==> src/rtl/stepper_ramp_phase_sequencer_core_assert.svh <==
// ----------------------------------------------------------------------------
// Stepper ramp phase sequencer assertion macros
// Shared macros for the concurrent checks of the sequencer.
// ----------------------------------------------------------------------------
`ifndef STEPPER_RAMP_PHASE_SEQUENCER_CORE_ASSERT_SVH
`define STEPPER_RAMP_PHASE_SEQUENCER_CORE_ASSERT_SVH

// Same-cycle implication, checked outside reset.
`define SRPS_ASSERT_IMPLIES(lbl, clk, rst, ante, cons) \
   lbl: assert property (@(posedge clk) disable iff (rst) (ante) |-> (cons)) \
      else $error("sequencer check failed");

// Next-cycle implication, checked outside reset.
`define SRPS_ASSERT_NEXT(lbl, clk, rst, ante, cons) \
   lbl: assert property (@(posedge clk) disable iff (rst) (ante) |=> (cons)) \
      else $error("sequencer check failed");

`endif

==> src/rtl/srps_pkg.sv <==
// ----------------------------------------------------------------------------
// Stepper ramp phase sequencer package
// Types, codes and constants shared by the sequencer modules.
// ----------------------------------------------------------------------------
package srps_pkg;

   localparam int unsigned REQ_DATA_W  = 16;
   localparam int unsigned RSP_FIELD_W = 195;
   localparam int unsigned RSP_DATA_W  = 200;
   localparam int unsigned TIMING_W    = 30;
   localparam int unsigned STEP_W      = 14;
   localparam int unsigned COUNT_W     = 15;

   localparam logic [31:0]       TIMING_OFFSET = 32'd70000;
   localparam int unsigned       MAX_STEPS     = 8192;
   localparam logic [TIMING_W-1:0] TIMING_RESET = 30'd15000000;

   typedef enum logic [1:0] {
      ACT_START   = 2'd0,
      ACT_ADVANCE = 2'd1,
      ACT_ABORT   = 2'd2
   } action_type;

   typedef enum logic [2:0] {
      ST_ISSUED  = 3'd0,
      ST_NOTHING = 3'd1,
      ST_RANGE   = 3'd2,
      ST_IDLE    = 3'd3,
      ST_ABORTED = 3'd4
   } status_type;

   typedef enum logic {
      REG_STEP_TIMING = 1'b0,
      REG_SWAP_PHASES = 1'b1
   } reg_index_type;

   typedef struct packed {
      logic [TIMING_W-1:0] step_timing_ns;
      logic                swap_phases_one_three;
   } cfg_type;

   typedef struct packed {
      logic [3:0]       hold_mask;
      logic [3:0][31:0] phase_slot;
      logic [30:0]      duty_ns;
      logic [31:0]      pwm_period;
      logic             last_cycle;
   } cycle_type;

endpackage

==> src/rtl/stepper_ramp_phase_sequencer_core.sv <==
// ----------------------------------------------------------------------------
// Stepper ramp phase sequencer core
// Four-phase stepper sequencer with an acceleration ramp and APB registers.
// ----------------------------------------------------------------------------
// Each request item carries an action in req_tuser (start, advance or abort)
// and a signed step count in req_tdata. Each request gives exactly one
// response item: PWM period, duty, four slot phases and hold mask in
// rsp_tdata, the final step of a move on rsp_tlast, and the status in
// rsp_tuser. The data fields and rsp_tlast are zero when no cycle is issued.
// An item passes an input register and a result register before its
// response is presented; while the receiver is ready, one item is taken
// every cycle, the work being the ramp compares, subtractions and adds.
// When the receiver stalls, the result register holds its item and the
// input register still takes one more item before req_tready falls.
// Reset empties both registers, ends any move and restores the register
// defaults (step timing 15000000 ns, phase swap set). The user must write
// the registers only while the block is idle; the block does not enforce it.
// ----------------------------------------------------------------------------
`include "stepper_ramp_phase_sequencer_core_assert.svh"

module stepper_ramp_phase_sequencer_core (
   input  logic         clock,
   input  logic         reset,
   input  logic         req_tvalid,
   output logic         req_tready,
   input  logic [15:0]  req_tdata,   // step_request[14:0], zero pad
   input  logic [1:0]   req_tuser,   // action[1:0]
   output logic         rsp_tvalid,
   input  logic         rsp_tready,
   // pwm_period[31:0], duty_ns[62:32], phase_slot0[94:63], phase_slot1[126:95],
   // phase_slot2[158:127], phase_slot3[190:159], hold_mask[194:191], zero pad
   output logic [199:0] rsp_tdata,
   output logic         rsp_tlast,   // last_cycle
   output logic [2:0]   rsp_tuser,   // status[2:0]
   input  logic         csr_psel,
   input  logic         csr_penable,
   input  logic         csr_pwrite,
   input  logic [2:0]   csr_paddr,
   input  logic [31:0]  csr_pwdata,
   output logic [31:0]  csr_prdata,
   output logic         csr_pready
);

   srps_pkg::cfg_type    cfg;
   srps_pkg::cycle_type  cyc;

   logic                                 in_valid_ff;
   logic                                 in_valid_in;
   srps_pkg::action_type                 in_action_ff;
   logic signed [srps_pkg::COUNT_W-1:0]  in_steps_ff;
   logic                                 out_valid_ff;
   logic                                 out_valid_in;
   logic [srps_pkg::RSP_FIELD_W-1:0]     out_data_ff;
   logic [srps_pkg::RSP_FIELD_W-1:0]     out_data_in;
   logic                                 out_last_ff;
   logic                                 out_last_in;
   srps_pkg::status_type                 out_status_ff;
   srps_pkg::status_type                 out_status_in;

   logic [srps_pkg::STEP_W-1:0] step_index_ff;
   logic [srps_pkg::STEP_W-1:0] step_index_in;
   logic [srps_pkg::STEP_W-1:0] step_total_ff;
   logic [srps_pkg::STEP_W-1:0] step_total_in;
   logic                        move_forward_ff;
   logic                        move_forward_in;
   logic                        moving_ff;
   logic                        moving_in;

   logic                        req_fire;
   logic                        out_free;
   logic                        advance;
   logic                        is_start;
   logic                        steps_neg;
   logic [srps_pkg::COUNT_W-1:0] mag;
   logic                        issue;
   logic [srps_pkg::STEP_W-1:0] calc_step;
   logic [srps_pkg::STEP_W-1:0] calc_total;
   logic                        calc_forward;

   srps_csr u_csr (
      .clock       (clock),
      .reset       (reset),
      .csr_psel    (csr_psel),
      .csr_penable (csr_penable),
      .csr_pwrite  (csr_pwrite),
      .csr_paddr   (csr_paddr),
      .csr_pwdata  (csr_pwdata),
      .csr_prdata  (csr_prdata),
      .csr_pready  (csr_pready),
      .cfg         (cfg)
   );

   assign out_free   = !out_valid_ff || rsp_tready;
   assign advance    = in_valid_ff && out_free;
   assign req_tready = !in_valid_ff || out_free;
   assign req_fire   = req_tvalid && req_tready;

   always_comb begin
      in_valid_in = in_valid_ff;
      if (req_fire) begin
         in_valid_in = 1'b1;
      end else if (advance) begin
         in_valid_in = 1'b0;
      end
   end

   always_ff @(posedge clock) begin
      if (reset) begin
         in_valid_ff <= 1'b0;
      end else begin
         in_valid_ff <= in_valid_in;
      end
   end

   always_ff @(posedge clock) begin
      if (req_fire) begin
         in_action_ff <= srps_pkg::action_type'(req_tuser);
         in_steps_ff  <= signed'(req_tdata[srps_pkg::COUNT_W-1:0]);
      end
   end

   assign is_start  = (in_action_ff == srps_pkg::ACT_START);
   assign steps_neg = in_steps_ff[srps_pkg::COUNT_W-1];
   assign mag       = steps_neg ? srps_pkg::COUNT_W'(-in_steps_ff)
                                : srps_pkg::COUNT_W'(in_steps_ff);

   assign calc_step    = is_start ? '0 : step_index_ff;
   assign calc_total   = is_start ? mag[srps_pkg::STEP_W-1:0] : step_total_ff;
   assign calc_forward = is_start ? !steps_neg : move_forward_ff;

   srps_cycle_calc u_calc (
      .cfg     (cfg),
      .step    (calc_step),
      .total   (calc_total),
      .forward (calc_forward),
      .cyc     (cyc)
   );

   always_comb begin
      step_index_in   = step_index_ff;
      step_total_in   = step_total_ff;
      move_forward_in = move_forward_ff;
      moving_in       = moving_ff;
      issue           = 1'b0;
      out_status_in   = srps_pkg::ST_IDLE;
      unique case (in_action_ff)
         srps_pkg::ACT_START: begin
            if (in_steps_ff == '0) begin
               out_status_in = srps_pkg::ST_NOTHING;
            end else if (32'(mag) > srps_pkg::MAX_STEPS) begin
               out_status_in = srps_pkg::ST_RANGE;
            end else begin
               issue           = 1'b1;
               step_total_in   = mag[srps_pkg::STEP_W-1:0];
               move_forward_in = !steps_neg;
            end
         end
         srps_pkg::ACT_ADVANCE: begin
            issue = moving_ff;
         end
         srps_pkg::ACT_ABORT: begin
            moving_in     = 1'b0;
            out_status_in = srps_pkg::ST_ABORTED;
         end
         default: ;
      endcase
      if (issue) begin
         out_status_in = srps_pkg::ST_ISSUED;
         step_index_in = srps_pkg::STEP_W'(calc_step + 1'b1);
         moving_in     = !cyc.last_cycle;
      end
   end

   assign out_data_in = issue ? {cyc.hold_mask, cyc.phase_slot, cyc.duty_ns, cyc.pwm_period}
                              : '0;
   assign out_last_in = issue && cyc.last_cycle;

   always_comb begin
      out_valid_in = out_valid_ff;
      if (advance) begin
         out_valid_in = 1'b1;
      end else if (rsp_tready) begin
         out_valid_in = 1'b0;
      end
   end

   always_ff @(posedge clock) begin
      if (reset) begin
         out_valid_ff    <= 1'b0;
         step_index_ff   <= '0;
         step_total_ff   <= '0;
         move_forward_ff <= 1'b0;
         moving_ff       <= 1'b0;
      end else begin
         out_valid_ff <= out_valid_in;
         if (advance) begin
            step_index_ff   <= step_index_in;
            step_total_ff   <= step_total_in;
            move_forward_ff <= move_forward_in;
            moving_ff       <= moving_in;
         end
      end
   end

   always_ff @(posedge clock) begin
      if (advance) begin
         out_data_ff   <= out_data_in;
         out_last_ff   <= out_last_in;
         out_status_ff <= out_status_in;
      end
   end

   assign rsp_tvalid = out_valid_ff;
   assign rsp_tdata  = {5'd0, out_data_ff};
   assign rsp_tlast  = out_last_ff;
   assign rsp_tuser  = out_status_ff;

   `SRPS_ASSERT_IMPLIES(a_no_cycle_zero, clock, reset,
      rsp_tvalid && (out_status_ff != srps_pkg::ST_ISSUED),
      (rsp_tdata == '0) && !rsp_tlast)
   `SRPS_ASSERT_IMPLIES(a_index_in_move, clock, reset,
      moving_ff && (step_total_ff != '0), step_index_ff < step_total_ff)
   `SRPS_ASSERT_NEXT(a_last_ends_move, clock, reset,
      advance && issue && cyc.last_cycle, !moving_ff)
   `SRPS_ASSERT_NEXT(a_abort_ends_move, clock, reset,
      advance && (in_action_ff == srps_pkg::ACT_ABORT), !moving_ff)
   `SRPS_ASSERT_IMPLIES(a_ready_when_empty, clock, reset, !rsp_tvalid, req_tready)

endmodule

==> src/rtl/srps_csr.sv <==
// ----------------------------------------------------------------------------
// Stepper ramp phase sequencer register bank
// APB-style access to the step timing and phase swap registers.
// ----------------------------------------------------------------------------
module srps_csr (
   input  logic             clock,
   input  logic             reset,
   input  logic             csr_psel,
   input  logic             csr_penable,
   input  logic             csr_pwrite,
   input  logic [2:0]       csr_paddr,
   input  logic [31:0]      csr_pwdata,
   output logic [31:0]      csr_prdata,
   output logic             csr_pready,
   output srps_pkg::cfg_type cfg
);

   logic [srps_pkg::TIMING_W-1:0] timing_ff;
   logic [srps_pkg::TIMING_W-1:0] timing_in;
   logic                          swap_ff;
   logic                          swap_in;
   logic                          wr_en;
   srps_pkg::reg_index_type       reg_sel;

   assign csr_pready = 1'b1;
   assign reg_sel    = srps_pkg::reg_index_type'(csr_paddr[2]);
   assign wr_en      = csr_psel && csr_penable && csr_pwrite && csr_pready;

   always_comb begin
      timing_in = timing_ff;
      swap_in   = swap_ff;
      if (wr_en) begin
         unique case (reg_sel)
            srps_pkg::REG_STEP_TIMING: timing_in = csr_pwdata[srps_pkg::TIMING_W-1:0];
            srps_pkg::REG_SWAP_PHASES: swap_in   = csr_pwdata[0];
            default: ;
         endcase
      end
   end

   always_ff @(posedge clock) begin
      if (reset) begin
         timing_ff <= srps_pkg::TIMING_RESET;
         swap_ff   <= 1'b1;
      end else begin
         timing_ff <= timing_in;
         swap_ff   <= swap_in;
      end
   end

   always_comb begin
      unique case (reg_sel)
         srps_pkg::REG_STEP_TIMING: csr_prdata = {2'b00, timing_ff};
         srps_pkg::REG_SWAP_PHASES: csr_prdata = {31'd0, swap_ff};
         default:                   csr_prdata = 32'd0;
      endcase
   end

   assign cfg.step_timing_ns        = timing_ff;
   assign cfg.swap_phases_one_three = swap_ff;

endmodule

==> src/rtl/srps_cycle_calc.sv <==
// ----------------------------------------------------------------------------
// Stepper ramp phase sequencer cycle calculation
// Ramp period, duty, slot phases and hold flags for one step.
// ----------------------------------------------------------------------------
module srps_cycle_calc (
   input  srps_pkg::cfg_type          cfg,
   input  logic [srps_pkg::STEP_W-1:0] step,
   input  logic [srps_pkg::STEP_W-1:0] total,
   input  logic                       forward,
   output srps_pkg::cycle_type        cyc
);

   logic signed [15:0] step_s;
   logic signed [15:0] total_s;
   logic               ramp_outer;
   logic               ramp_inner;
   logic               terminal;
   logic [31:0]        base;
   logic [31:0]        period;
   logic [31:0]        quarter;
   logic [31:0]        three_q;
   logic [1:0]         half_rem;
   logic               hold_top;
   logic [3:0][31:0]   ph;
   logic [3:0]         hold;

   assign step_s  = signed'({2'b00, step});
   assign total_s = signed'({2'b00, total});

   assign ramp_outer = (step_s < 16'sd2) || (step_s >= total_s - 16'sd2);
   assign ramp_inner = (step_s < 16'sd4) || (step_s >= total_s - 16'sd5);
   assign terminal   = (step_s == total_s - 16'sd1);

   assign base = {2'b00, cfg.step_timing_ns} - srps_pkg::TIMING_OFFSET;

   always_comb begin
      priority if (ramp_outer) begin
         period = {base[29:0], 2'b00};
      end else if (ramp_inner) begin
         period = {base[30:0], 1'b0};
      end else begin
         period = base;
      end
   end

   assign quarter = {2'b00, period[31:2]};
   assign three_q = {quarter[30:0], 1'b0} + quarter;

   // Only the slot at three quarters can overrun: with period = 4q + r the
   // test reduces to q > ceil(r / 2).
   assign half_rem = {period[1] & period[0], period[1] ^ period[0]};
   assign hold_top = quarter > {30'd0, half_rem};

   always_comb begin
      if (forward) begin
         ph   = {three_q, {quarter[30:0], 1'b0}, quarter, 32'd0};
         hold = {hold_top, 3'b000};
      end else begin
         ph   = {32'd0, quarter, {quarter[30:0], 1'b0}, three_q};
         hold = {3'b000, hold_top};
      end
      if (cfg.swap_phases_one_three) begin
         ph   = {ph[1], ph[2], ph[3], ph[0]};
         hold = {hold[1], hold[2], hold[3], hold[0]};
      end
   end

   assign cyc.pwm_period = period;
   assign cyc.duty_ns    = period[31:1];
   assign cyc.phase_slot = ph;
   assign cyc.hold_mask  = terminal ? 4'd0 : hold;
   assign cyc.last_cycle = terminal;

endmodule

==> config.mk <==
export PLATFORM = sky130hd
export DESIGN_NAME = stepper_ramp_phase_sequencer_core
export DESIGN_NICKNAME = d
export VERILOG_FILES = /design/src/rtl/srps_pkg.sv /design/src/rtl/stepper_ramp_phase_sequencer_core.sv /design/src/rtl/srps_csr.sv /design/src/rtl/srps_cycle_calc.sv
export VERILOG_INCLUDE_DIRS = /design/src /design/src/rtl
export SDC_FILE = /design/constraint.sdc
export NUM_CORES = 1
export LEC_CHECK = 0
export ABC_AREA = 1
export BUFFER_PORTS_ARGS = -buffer_cell sky130_fd_sc_hd__buf_2
export CAP_MARGIN = 40
export CORE_UTILIZATION = 53
export CTS_BUF_LIST = sky130_fd_sc_hd__clkbuf_16
export DETAILED_ROUTE_END_ITERATION = 12
export GPL_ROUTABILITY_DRIVEN = 0
export PLACE_DENSITY = 0.76
export SETUP_SLACK_MARGIN = 0.05
export SLEW_MARGIN = 20
export SYNTH_ARGS = -nofsm -noshare
export SYNTH_HDL_FRONTEND = slang
export SYNTH_SLANG_ARGS = --single-unit
==> constraint.sdc <==
create_clock -name clock -period 10.45 [get_ports clock]
set_input_delay 1.045 -clock clock [delete_from_list [all_inputs] [get_ports clock]]
set_output_delay 1.045 -clock clock [all_outputs]
set_load 0.005 [all_outputs]
Word level (Yosys, flattened, before mapping)
Index checks and enable logic that the tools add are counted.
Widths: inputs -> output; s select.
Storage, ports and cells
  register bits: 279
  word-level logic and storage cells: 83
  input bits: 60
  output and inout bits: 239
Cells by class
  muxes and demuxes: 23
  reduce and logical (&&, ||, !) cells: 24
  $lt $le $gt $ge: 6
  equal/unequal tests: 3
  bitwise operators: 6
  add/subtract/negate cells: 7
Operators by type and width (number)
  $mux 128: 2
  $mux 32: 2
  $pmux 32 s2: 1
  $add 31x30->32: 1
  $ge 15x16->1: 2
  $sub 30x17->31 const B: 1
  $gt 30x2->1: 1
  $mux 14: 2
  $eq 15x16->1: 1
  $gt 15x14->1 const B: 1
  $logic_not 15->1: 1
  $mux 15: 1
  $neg 15->15: 1
  $sub 14x1->15 const B: 1
  $sub 14x2->15 const B: 1
  $sub 14x3->15 const B: 1
  $add 14x1->14 const B: 1
  $lt 14x2->1 const B: 1
  $lt 14x3->1 const B: 1
  $mux 1: 10
  $mux 4: 2
  $reduce_and 2->1: 4
  $pmux 3 s2: 1
  $reduce_bool 2->1: 3
  other kinds (13): 26

Longest topological paths before layout
Gate-level depths: netlist (run 1).
  depth in word-level cells: 12
  mapped depth: 44

By module
Synthesis (run 1) repeated with hierarchy kept, for this count alone.
Unflattened totals
  cell total of the unflattened synthesis: 2632
  area total of the unflattened synthesis: 19431.1 um^2
By module, submodules not included
  stepper_ramp_phase_sequencer_core: area an instance 10417.5 um^2, cells each 1019, instances 1
  srps_cycle_calc: area an instance 7440.9 um^2, cells each 1360, instances 1
  srps_csr: area an instance 1572.8 um^2, cells each 253, instances 1

Least setup slack after synthesis (run 1)
OpenSTA, ideal clock, no wires.
  path type: flip-flop to flip-flop
  from: reg in_steps_ff[0] (netlist bit)
  to: reg out_data_ff[189] (netlist bit) (data pin)
  clock period less this slack: 5484 ps
  buffers on the path: 3
  slack: 4966 ps
  library setup time: 254 ps
  cell stages (with the launch flop): 41
  arrival: 5230 ps
  cell sequence: edfxtp_1 > inv_2 > ha_1 > nor2_2 > xor2_1 > inv_1 > nand2_1 > o21ai_2 > inv_1 > ha_1 > nand3_1 > nor2_1 > nand2_1 > xor2_1 > inv_1 > ha_1 > inv_1 > nor3_1 > [... 5 more ...] > buf_6 > buf_2 > clkbuf_1 > o21ai_0 > inv_1 > ha_1 > nand2_1 > inv_1 > nand3_1 > nand2_2 > nand2_1 > nand2_2 > nand2_1 > nand3_2 > nand2_1 > nand3_1 > nand4_1 > nand2_1
RTL lines
  start: declaration: RTL line stepper_ramp_phase_sequencer_core.sv:50  | logic signed [srps_pkg::COUNT_W-1:0] in_steps_ff;
  start signal: assignment: RTL line stepper_ramp_phase_sequencer_core.sv:118  | in_steps_ff <= signed'(req_tdata[srps_pkg::COUNT_W-1:0]);
  end signal: assignment: RTL line stepper_ramp_phase_sequencer_core.sv:207  | out_data_ff <= out_data_in;
  end: declaration: RTL line stepper_ramp_phase_sequencer_core.sv:53  | logic [srps_pkg::RSP_FIELD_W-1:0] out_data_ff;

==> results of run 1 <==
[cell type report]
type	instances	area share [%]
multi-input combinational	1527	43.4
clock buffer	27	3.60
clock inverter	21	0.853
sequential	244	35.7
inverter	259	5.21
tap	396	2.64
timing repair buffer	299	8.59
[per-stage QoR]
| step | worst slack [ps] | hold WS (ps) | utilization [%] |
|---|---|---|---|
| 2_1_floorplan | 4970 | 430 | - |
| 3_3_place_gp | 3110 | 440 | 58.1 |
| 3_5_place_dp | 3010 | 447 | 58.5 |
| 4_1_cts | 3000 | 456 | 61.2 |
| 5_1_grt | 2360 | 487 | 61.4 |
| 6_report | 2870 | 450 | 61.4 |
[worst paths after layout]
kind	from	endpoint	slack, ps
max reg2reg	in_steps_ff[14]$_DFFE_PP_	out_data_ff[112]$_SDFFCE_PN0P_	2870
max	in_steps_ff[14]$_DFFE_PP_	out_data_ff[112]$_SDFFCE_PN0P_	2870
min	step_total_ff[7]$_SDFFE_PP0P_	step_total_ff[7]$_SDFFE_PP0P_	450
min reg2reg	step_total_ff[7]$_SDFFE_PP0P_	step_total_ff[7]$_SDFFE_PP0P_	450
[flip-flops by register name (all words and copies together) (netlist names)]
name / flops
out_data_ff: 160
u_csr.timing_ff: 30
in_steps_ff: 15
step_index_ff: 14
step_total_ff: 14
rsp_tuser: 3
in_action_ff: 2
in_valid_ff: 1
move_forward_ff: 1
moving_ff: 1
rsp_tlast: 1
rsp_tvalid: 1
u_csr.swap_ff: 1
[report_power, final]
group          leakage (nW)  switching [W]  internal (W)  total [W]
Combinational          6.16       0.000834      0.000355    0.00119
Sequential             2.28      0.0000225       0.00109    0.00112
Clock                 0.422       0.000386      0.000518   0.000904
[metal layers]
layer | global-route usage (%) | vias to the layer above
li1 | - | 7451
met1 | 39.1 | 6815
met2 | 42.3 | 725
met3 | 3.43 | 71
met4 | 7.77 | 0
met5 | 0 | -
[kinds of logic after synthesis]
kind of cell             count (synthesis)
AO/OA/AOI/OAI                          351
flip-flops                             244
other                                    2
XOR/XNOR                                77
adder cells (fa/ha/maj)                 81
buffers and inverters                  378
AND/OR/NAND/NOR                       1008
[worst max-delay path: cells and delay by family (launching register included)]
kind / cells / cell delay (ps)
adder cells (fa/ha/maj): 3 / 1000
flip-flops: 1 / 780
buffers and inverters: 7 / 1260
AO/OA/AOI/OAI: 5 / 1130
XOR/XNOR: 2 / 400
AND/OR/NAND/NOR: 13 / 2740
[cell usage in the layout (no fill, tap or decap), types with 21 or more instances in the layout]
cell | netlist | routed
a21oi_1 | 154 | 154
clkbuf_16 | 0 | 27
nor3_1 | 33 | 33
o22ai_1 | 25 | 25
nor2_1 | 211 | 210
inv_1 | 243 | 241
o21ai_0 | 119 | 119
dfxtp_1 | 63 | 63
ha_1 | 80 | 80
nand2_1 | 489 | 489
buf_2 | 11 | 284
o21ai_1 | 22 | 21
nand2_2 | 37 | 37
xor2_1 | 66 | 66
nand3_1 | 139 | 139
nand4_1 | 29 | 29
edfxtp_1 | 181 | 181
==> results.toml, run 1 <==
[route]
first_iter_violations = 1622
dr_wl_met3_um = 4050
drc_errors = 0
vias_per_cell = 5.43
detail_route.wl_per_cell_um = 16.0
wl_met1_um = 19600
drtAntennaViolNets = 0
totalWireLength_um = 44500
highest_layer = "met4"
wl_met2_um = 19600
first_pass_iters = 7
vias = 15100

[cts]
cts_setup_buffers = 0
htree_levels = 1
clk_pin_slew_ps = 60
tritoncts = "yes"
post_cts_resized = 0
cts_hold_buf = 0
cts_root_buf = "clkbuf_16"
cts_buffer_depth = 3
cts_sinks = 244
numCtsBuffers = 27
insertion_delay_ps = 530

[cells_and_area]
antenna_cells = 0
layout-drive-gt1-share_pct = 19.5
area_growth_pct = 13.7
nets = 2499
fillCellCount = 2703
fin_cells = 2773
stdcell_area_mm2 = 0.0188
multi_input_area_mm2 = 0.00815
area.sequential_mm2 = 0.00670

[pwr]
p_leak_nw = 8.86
power.total_w = 0.00321
p_per_area_mw_per_mm2 = 171
peakVddDrop_mv = 0.116

[worst_hold_path]
worstHoldPathCells = 2
hold_path_class = "reg2reg"

[timing]
post-route-period-util_pct = 72.5
relSlewSlack_pct = 47.4
fin_crit_ps = 7580
rsz0062_at_grt = "false"
worst_pin_slew_ps = 783
hold_viol = 0
finalSetupViolCount = 0
clock.fmax_mhz = 132
finalClockSkew_ps = 10.8
finalMaxSlewViolations = 0
tns_ps = 0

[synth]
yosys-top-cells-count = "nand2_1, inv_1, nor2_1"
yosys.cell_types.count = 51
synthMuxAreaShare_pct = 0
ys_seq_area_share_pct = 40.6
synthAdderAreaFrac_pct = 6.19
synth-seq-cells = 244
synth.avg_cell_area_um2 = 7.71
async_flop_share_pct = 0
synth_top_family_by_area = "simple AND/OR/NAND/NOR gates"
yosysTopAreaCellShare_pct = 32.9
synth-simple-area-share_pct = 27.3
yosysWarnings = 0
synthXorXnorAreaFrac_pct = 4.13
yosys.area.top_type = "edfxtp_1"
synth_edf_count = 181
synthCells = 2141
synth_compound_area_share_pct = 11.5
yosysMostFrequentCell = "nand2_1"
ys_top_cells_by_area = "edfxtp_1, nand2_1, dfxtp_1"
syn_area_mm2 = 0.0165
synthFlopType = "edfxtp_1"

[setup_path]
endpoint_kind = "register"
critical_path_required_ps = 10730
rr_worst_depth = 30
cp_slowest_cell = "edfxtp_1"
path_class = "reg2reg"
worst_setup_path_start_kind = "register"
max_stage_delay_ps = 780
cp_data_arrival_time_ps = 7850
worstPathMaxFanout = 51
crit_top_cell = "inv_1"

[global_routing]
grt_pass1_wl_um = 68200
antenna_found_initial = 0
first_global_vias = 13400
grt_util_all_layers_pct = 27.1
overflow = 0
grt_max_degree = 81

[place]
place_inst = 2723
port_buffers = 283
placed_area_mm2 = 0.0179
hpwl_um = 34200

[floorplan]
die_h_um = 178
die_w_um = 178
fp.coreArea_mm2 = 0.0306
num_rows = 64
start_util_pct = 53.9
die_area_mm2 = 0.0318
io_pins = 299

[job]
cap_viol_max_count = 0

[status]
status = "complete, no violations"
Note: power is estimated with default switching activity, not from simulation.
==> run 2, diff against run 1 <==
--- a/config.mk
+++ b/config.mk
@@ -6,14 +6,14 @@
 export SDC_FILE = /design/constraint.sdc
 export NUM_CORES = 1
 export LEC_CHECK = 0
-export ABC_AREA = 1
+export ABC_AREA = 0
 export BUFFER_PORTS_ARGS = -buffer_cell sky130_fd_sc_hd__buf_2
 export CAP_MARGIN = 40
 export CORE_UTILIZATION = 53
 export CTS_BUF_LIST = sky130_fd_sc_hd__clkbuf_16
 export DETAILED_ROUTE_END_ITERATION = 12
 export GPL_ROUTABILITY_DRIVEN = 0
-export PLACE_DENSITY = 0.76
+export PLACE_DENSITY = 0.77
 export SETUP_SLACK_MARGIN = 0.05
 export SLEW_MARGIN = 20
 export SYNTH_ARGS = -nofsm -noshare
==> constraint.sdc (replaced) <==
create_clock -name clock -period 7.35 [get_ports clock]
set_input_delay 0.735 -clock clock [delete_from_list [all_inputs] [get_ports clock]]
set_output_delay 0.735 -clock clock [all_outputs]
set_load 0.005 [all_outputs]
==> results.toml, run 2 <==
[global_routing]
antenna_found_initial = 0
overflow = 0
grt_max_degree = 70
grt_pass1_wl_um = 70100
first_global_vias = 13300
grt_util_all_layers_pct = 28.3

[setup_path]
critical_path_required_ps = 7630
cp_data_arrival_time_ps = 7490
endpoint_kind = "register"
max_stage_delay_ps = 580
path_class = "reg2reg"
startpoint = "in_steps_ff[10]$_DFFE_PP_"
worstPathMaxFanout = 8
reg2reg_from = "in_steps_ff[10]$_DFFE_PP_"
r2r-end = "out_data_ff[113]$_SDFFCE_PN0P_"
ff2ff_setup_slack_ps = 140
worst_setup_path_start_kind = "register"
cp_slowest_cell = "or4_4"
rr_worst_depth = 33

[cts]
cts_sinks = 244
cts_root_buf = "clkbuf_16"
clk_pin_slew_ps = 60
tritoncts = "yes"
htree_levels = 1
numCtsBuffers = 25
cts_hold_buf = 0
cts_buffer_depth = 3
insertion_delay_ps = 530

[place]
port_buffers = 283
place_inst = 2460
hpwl_um = 33800
placed_area_mm2 = 0.0185

[timing]
rsz0062_at_grt = "true"
fin_crit_ps = 7210
clock.fmax_mhz = 139
finalClockSkew_ps = 11.6
tns_ps = 0
holdWs_ps = 380
finalSetupViolCount = 0
worst_pin_slew_ps = 714
hold_viol = 0
post-route-period-util_pct = 98.1
relSlewSlack_pct = 51.2
finalMaxSlewViolations = 0

[floorplan]
die_w_um = 176
die_h_um = 176
num_rows = 63
fp.coreArea_mm2 = 0.0297
start_util_pct = 54.1
io_pins = 299
die_area_mm2 = 0.0311

[route]
first_pass_iters = 6
drtAntennaViolNets = 0
detail_route.wl_per_cell_um = 18.1
drc_errors = 0
vias = 14800
totalWireLength_um = 46000
first_iter_violations = 1533
vias_per_cell = 5.84

[pwr]
peakVddDrop_mv = 0.188
p_leak_nw = 8.46
p_per_area_mw_per_mm2 = 193

[synth]
yosysWarnings = 0
synthFlopType = "edfxtp_1"
syn_area_mm2 = 0.0161
async_flop_share_pct = 0
ys_top_cells_by_area = "edfxtp_1, dfxtp_1, ha_1"
synth-seq-cells = 244
yosys.cell_types.count = 96
synth.avg_cell_area_um2 = 9.06
ys_seq_area_share_pct = 41.6
synth_edf_count = 181
synthCells = 1775
yosysTopAreaCellShare_pct = 33.8
yosys-top-cells-count = "nor2_1, nand2_1, edfxtp_1"
yosys.area.top_type = "edfxtp_1"
yosysMostFrequentCell = "nor2_1"

[cells_and_area]
layout_commonest_cell = "buf_2"
largest_register_ffs = 160
stdcell_area_mm2 = 0.0199
most-common-layout-cells = "buf_2, nor2_1, nand2_1"
largestRegisters = "out_data_ff: 160 flops, u_csr.timing_ff: 30 flops, in_steps_ff: 15 flops"
fin_cells = 2538
area_growth_pct = 23.6
fillCellCount = 2260
layout-drive-gt1-share_pct = 28.4
regMostFlops = "out_data_ff"
finish.utilization_pct = 66.9
antenna_cells = 0
nets = 2271

[worst_hold_path]
hp-start = "req_tuser[1]"
hold_end = "in_action_ff[1]$_DFFE_PP_"
worstHoldPathCells = 1
hold_path_class = "in2reg"

[status]
status = "complete, no violations"

[job]
cap_viol_max_count = 0
==> run 2: cell types whose count changed after synthesis, moves of 27 or more <==
cell and delta:
a211oi_1 +36, a21o_1 +30, a21oi_1 -40, and3_1 +27
clkbuf_1 +33, inv_1 -186, mux2i_1 +33, nand2_1 -281
nand2_2 -35, nand3_1 -103, nor2b_1 +45, o21ai_0 -56
xnor2_1 +60
==> run 2: cells by family after synthesis <==
kind of cell | synth area share, %
AOI/OAI and AO/OA | 17.1
xor gates and xnor gates | 6.09
adders and majority gates | 6.41
buffers and inverters | 5.97
DFF | 41.6
muxes | 2.35
other | 0.0467
and+or+nand+nor | 20.4
==> run 2: what timing repair did <==
item	CTS	global route
gates cloned	0	1
gates resized for setup	3	69
buffers inserted	2	29
setup endpoints to repair	38	73
pin swaps	2	44
==> run 2: per-stage QoR <==
stage	setup slack, ps	power, W
finish	138	0.00385
global route	-56.6	0.00400
CTS	61.9	0.00377
detailed placement	-75.3	0.00259
global placement	68.7	0.00255
floorplan	56.6	0.00224
==> run 2: how the worst max path moves through the flow <==
stage / endpoint / slack, ps / cells past startpoint
after global placement: out_data_ff[188]$_SDFFCE_PN0P_ / 70 / 28
after CTS: out_data_ff[113]$_SDFFCE_PN0P_ / 60 / 33
after global routing: out_data_ff[113]$_SDFFCE_PN0P_ / -60 / 39
after detailed placement: out_data_ff[188]$_SDFFCE_PN0P_ / -80 / 29
after floorplan: out_data_ff[113]$_SDFFCE_PN0P_ / 60 / 35
final: out_data_ff[113]$_SDFFCE_PN0P_ / 140 / 33
==> run 2: cell type report <==
type | instances | area (um2) | share of cell area, %
multi-input combinational | 1339 | 8860 | 44.6
sequential | 244 | 6700 | 33.7
timing repair buffer | 458 | 2840 | 14.3
clock buffer | 26 | 651 | 3.27
tap | 390 | 488 | 2.45
inverter | 62 | 233 | 1.17
clock inverter | 19 | 114 | 0.573
==> run 2: per-layer routing <==
| layer | track usage (%) | vias up | part of all wire (%) |
|---|---|---|---|
| li1 | - | 6997 | - |
| met4 | 7.97 | 0 | 2.5 |
| met2 | 43.9 | 837 | 44 |
| met5 | 0 | - | 0 |
| met3 | 3.96 | 82 | 9.4 |
| met1 | 41.2 | 6898 | 44 |
==> run 2: where the power goes <==
part           internal [W]  switching [W]
Sequential          0.00154      0.0000329
Clock              0.000673       0.000516
Combinational      0.000455       0.000629
Total               0.00267        0.00118
==> run 2: critical path, delay by kind of cell, from the launching register on <==
family,cells,cell delay (ps)
AOI/OAI and AO/OA,12,2270
xor gates and xnor gates,1,140
adders and majority gates,2,520
buffers and inverters,4,570
DFF,1,400
muxes,1,300
and+or+nand+nor,13,2750
==> run 3, diff against run 2 <==
--- a/config.mk
+++ b/config.mk
@@ -6,14 +6,14 @@
 export SDC_FILE = /design/constraint.sdc
 export NUM_CORES = 1
 export LEC_CHECK = 0
-export ABC_AREA = 0
+export ABC_AREA = 1
 export BUFFER_PORTS_ARGS = -buffer_cell sky130_fd_sc_hd__buf_2
 export CAP_MARGIN = 40
 export CORE_UTILIZATION = 53
 export CTS_BUF_LIST = sky130_fd_sc_hd__clkbuf_16
 export DETAILED_ROUTE_END_ITERATION = 12
 export GPL_ROUTABILITY_DRIVEN = 0
-export PLACE_DENSITY = 0.77
+export PLACE_DENSITY = 0.76
 export SETUP_SLACK_MARGIN = 0.05
 export SLEW_MARGIN = 20
 export SYNTH_ARGS = -nofsm -noshare
==> results.toml, run 3 (synthesis results as in run 1) <==
[cts]
cts_setup_buffers = 0
cts_sinks = 244
cts_root_buf = "clkbuf_16"
cts_hold_buf = 0
numCtsBuffers = 26
tritoncts = "yes"
post_cts_resized = 0
htree_levels = 1
insertion_delay_ps = 540
cts_buffer_depth = 3
clk_pin_slew_ps = 60

[timing]
post-route-period-util_pct = 91.6
hold_viol = 0
setup_ws_ps = 621
finalClockSkew_ps = 16.0
worst_pin_slew_ps = 776
fin_crit_ps = 6730
finalMaxSlewViolations = 0
tns_ps = 0
relSlewSlack_pct = 48.3
finalSetupViolCount = 0
rsz0062_at_grt = "false"
clock.fmax_mhz = 149

[cells_and_area]
area.sequential_mm2 = 0.00670
antenna_cells = 0
nets = 2505
area_growth_pct = 14.1
multi_input_area_mm2 = 0.00815
layout-drive-gt1-share_pct = 19.4
regMostFlops = "out_data_ff"
finish.utilization_pct = 61.5
most-common-layout-cells = "nand2_1, buf_2, inv_1"
layout_commonest_cell = "nand2_1"
largestRegisters = "out_data_ff: 160 flops, u_csr.timing_ff: 30 flops, in_steps_ff: 15 flops"
fillCellCount = 2696
fin_cells = 2779
largest_register_ffs = 160

[setup_path]
endpoint_kind = "register"
critical_path_required_ps = 7610
worst_setup_path_start_kind = "register"
max_stage_delay_ps = 490
rr_worst_depth = 31
cp_slowest_cell = "edfxtp_1"
path_class = "reg2reg"
worstPathMaxFanout = 41
cp_data_arrival_time_ps = 6990

[place]
port_buffers = 283
place_inst = 2731
hpwl_um = 34200
pre_cts_ws_ps = 837

[route]
totalWireLength_um = 44300
drc_errors = 0
first_pass_iters = 6
detail_route.wl_per_cell_um = 15.9
drtAntennaViolNets = 0
vias_per_cell = 5.50
vias = 15300
first_iter_violations = 1757

[floorplan]
die_h_um = 178
start_util_pct = 53.9
die_w_um = 178
fp.coreArea_mm2 = 0.0306
io_pins = 299
num_rows = 64
die_area_mm2 = 0.0318

[global_routing]
overflow = 0
grt_pass1_wl_um = 69000
antenna_found_initial = 0
grt_util_all_layers_pct = 27.2
grt_max_degree = 76
first_global_vias = 13600

[status]
status = "complete, no violations"

[pwr]
p_leak_nw = 8.91
peakVddDrop_mv = 0.173
power.total_w = 0.00458
p_per_area_mw_per_mm2 = 243

[worst_hold_path]
hold_path_class = "in2reg"
worstHoldPathCells = 1

[job]
cap_viol_max_count = 0
run 3: changes by cell type in the layout (fill, tap and decap cells not counted), sizes merged, moves of 27 or more:
cell	previous run	this run
buf	458	306
nand3	36	154
xor2	40	67
and3	28	1
nor2b	45	0
nand2	210	536
xnor2	71	10
a21oi	121	156
a21o	31	1
mux2i	34	0
o21ai	79	149
inv	69	265
a211oi	40	3
run 3: layout make-up:
cell class	count	share of cell area, %
repair buffers	306	8.88
clock inverters	20	0.851
well taps	396	2.63
flip-flops and latches	244	35.6
multi-input cells	1527	43.3
inverters	259	5.19
clock buffers	27	3.59
run 3: through the flow:
step                instance area, um2  hold WS [ps]
floorplan                        16500           430
global placement                 17900           440
detailed placement               18000           445
CTS                              18800           363
global route                     18800           362
finish                           18800           372
run 3: metal layers:
| metal | vias to the layer above | global-route usage, % | wire [um] |
|---|---|---|---|
| li1 | 7459 | - | - |
| met1 | 6985 | 39.4 | 19500 |
| met2 | 754 | 42.3 | 19200 |
| met3 | 82 | 3.52 | 4390 |
| met4 | 0 | 8.09 | 1270 |
| met5 | - | 0 | 0 |
run 3: report_power, final:
| group | internal, W | total, W | switching (W) |
|---|---|---|---|
| clock network | 0.000762 | 0.00129 | 0.000527 |
| logic | 0.000514 | 0.00170 | 0.00119 |
| registers | 0.00156 | 0.00159 | 0.0000307 |
run 3: worst max-delay path: cells and delay by family, from the launching register on:
| kind | cells | cell delay [ps] |
|---|---|---|
| buf+inv | 6 | 1070 |
| fa+ha+maj | 3 | 1020 |
| compound gates | 8 | 1390 |
| xor+xnor | 1 | 180 |
| flops | 1 | 490 |
| simple gates | 13 | 2290 |
run 3: path summary, 6_finish.rpt:
check,startpoint,end,slack [ps]
setup / recovery,in_action_ff[0]$_DFFE_PP_,out_data_ff[112]$_SDFFCE_PN0P_,620
hold / removal,req_tuser[0],in_action_ff[0]$_DFFE_PP_,370
setup reg to reg,in_action_ff[0]$_DFFE_PP_,out_data_ff[112]$_SDFFCE_PN0P_,620
hold reg to reg,step_total_ff[11]$_SDFFE_PP0P_,step_total_ff[11]$_SDFFE_PP0P_,450
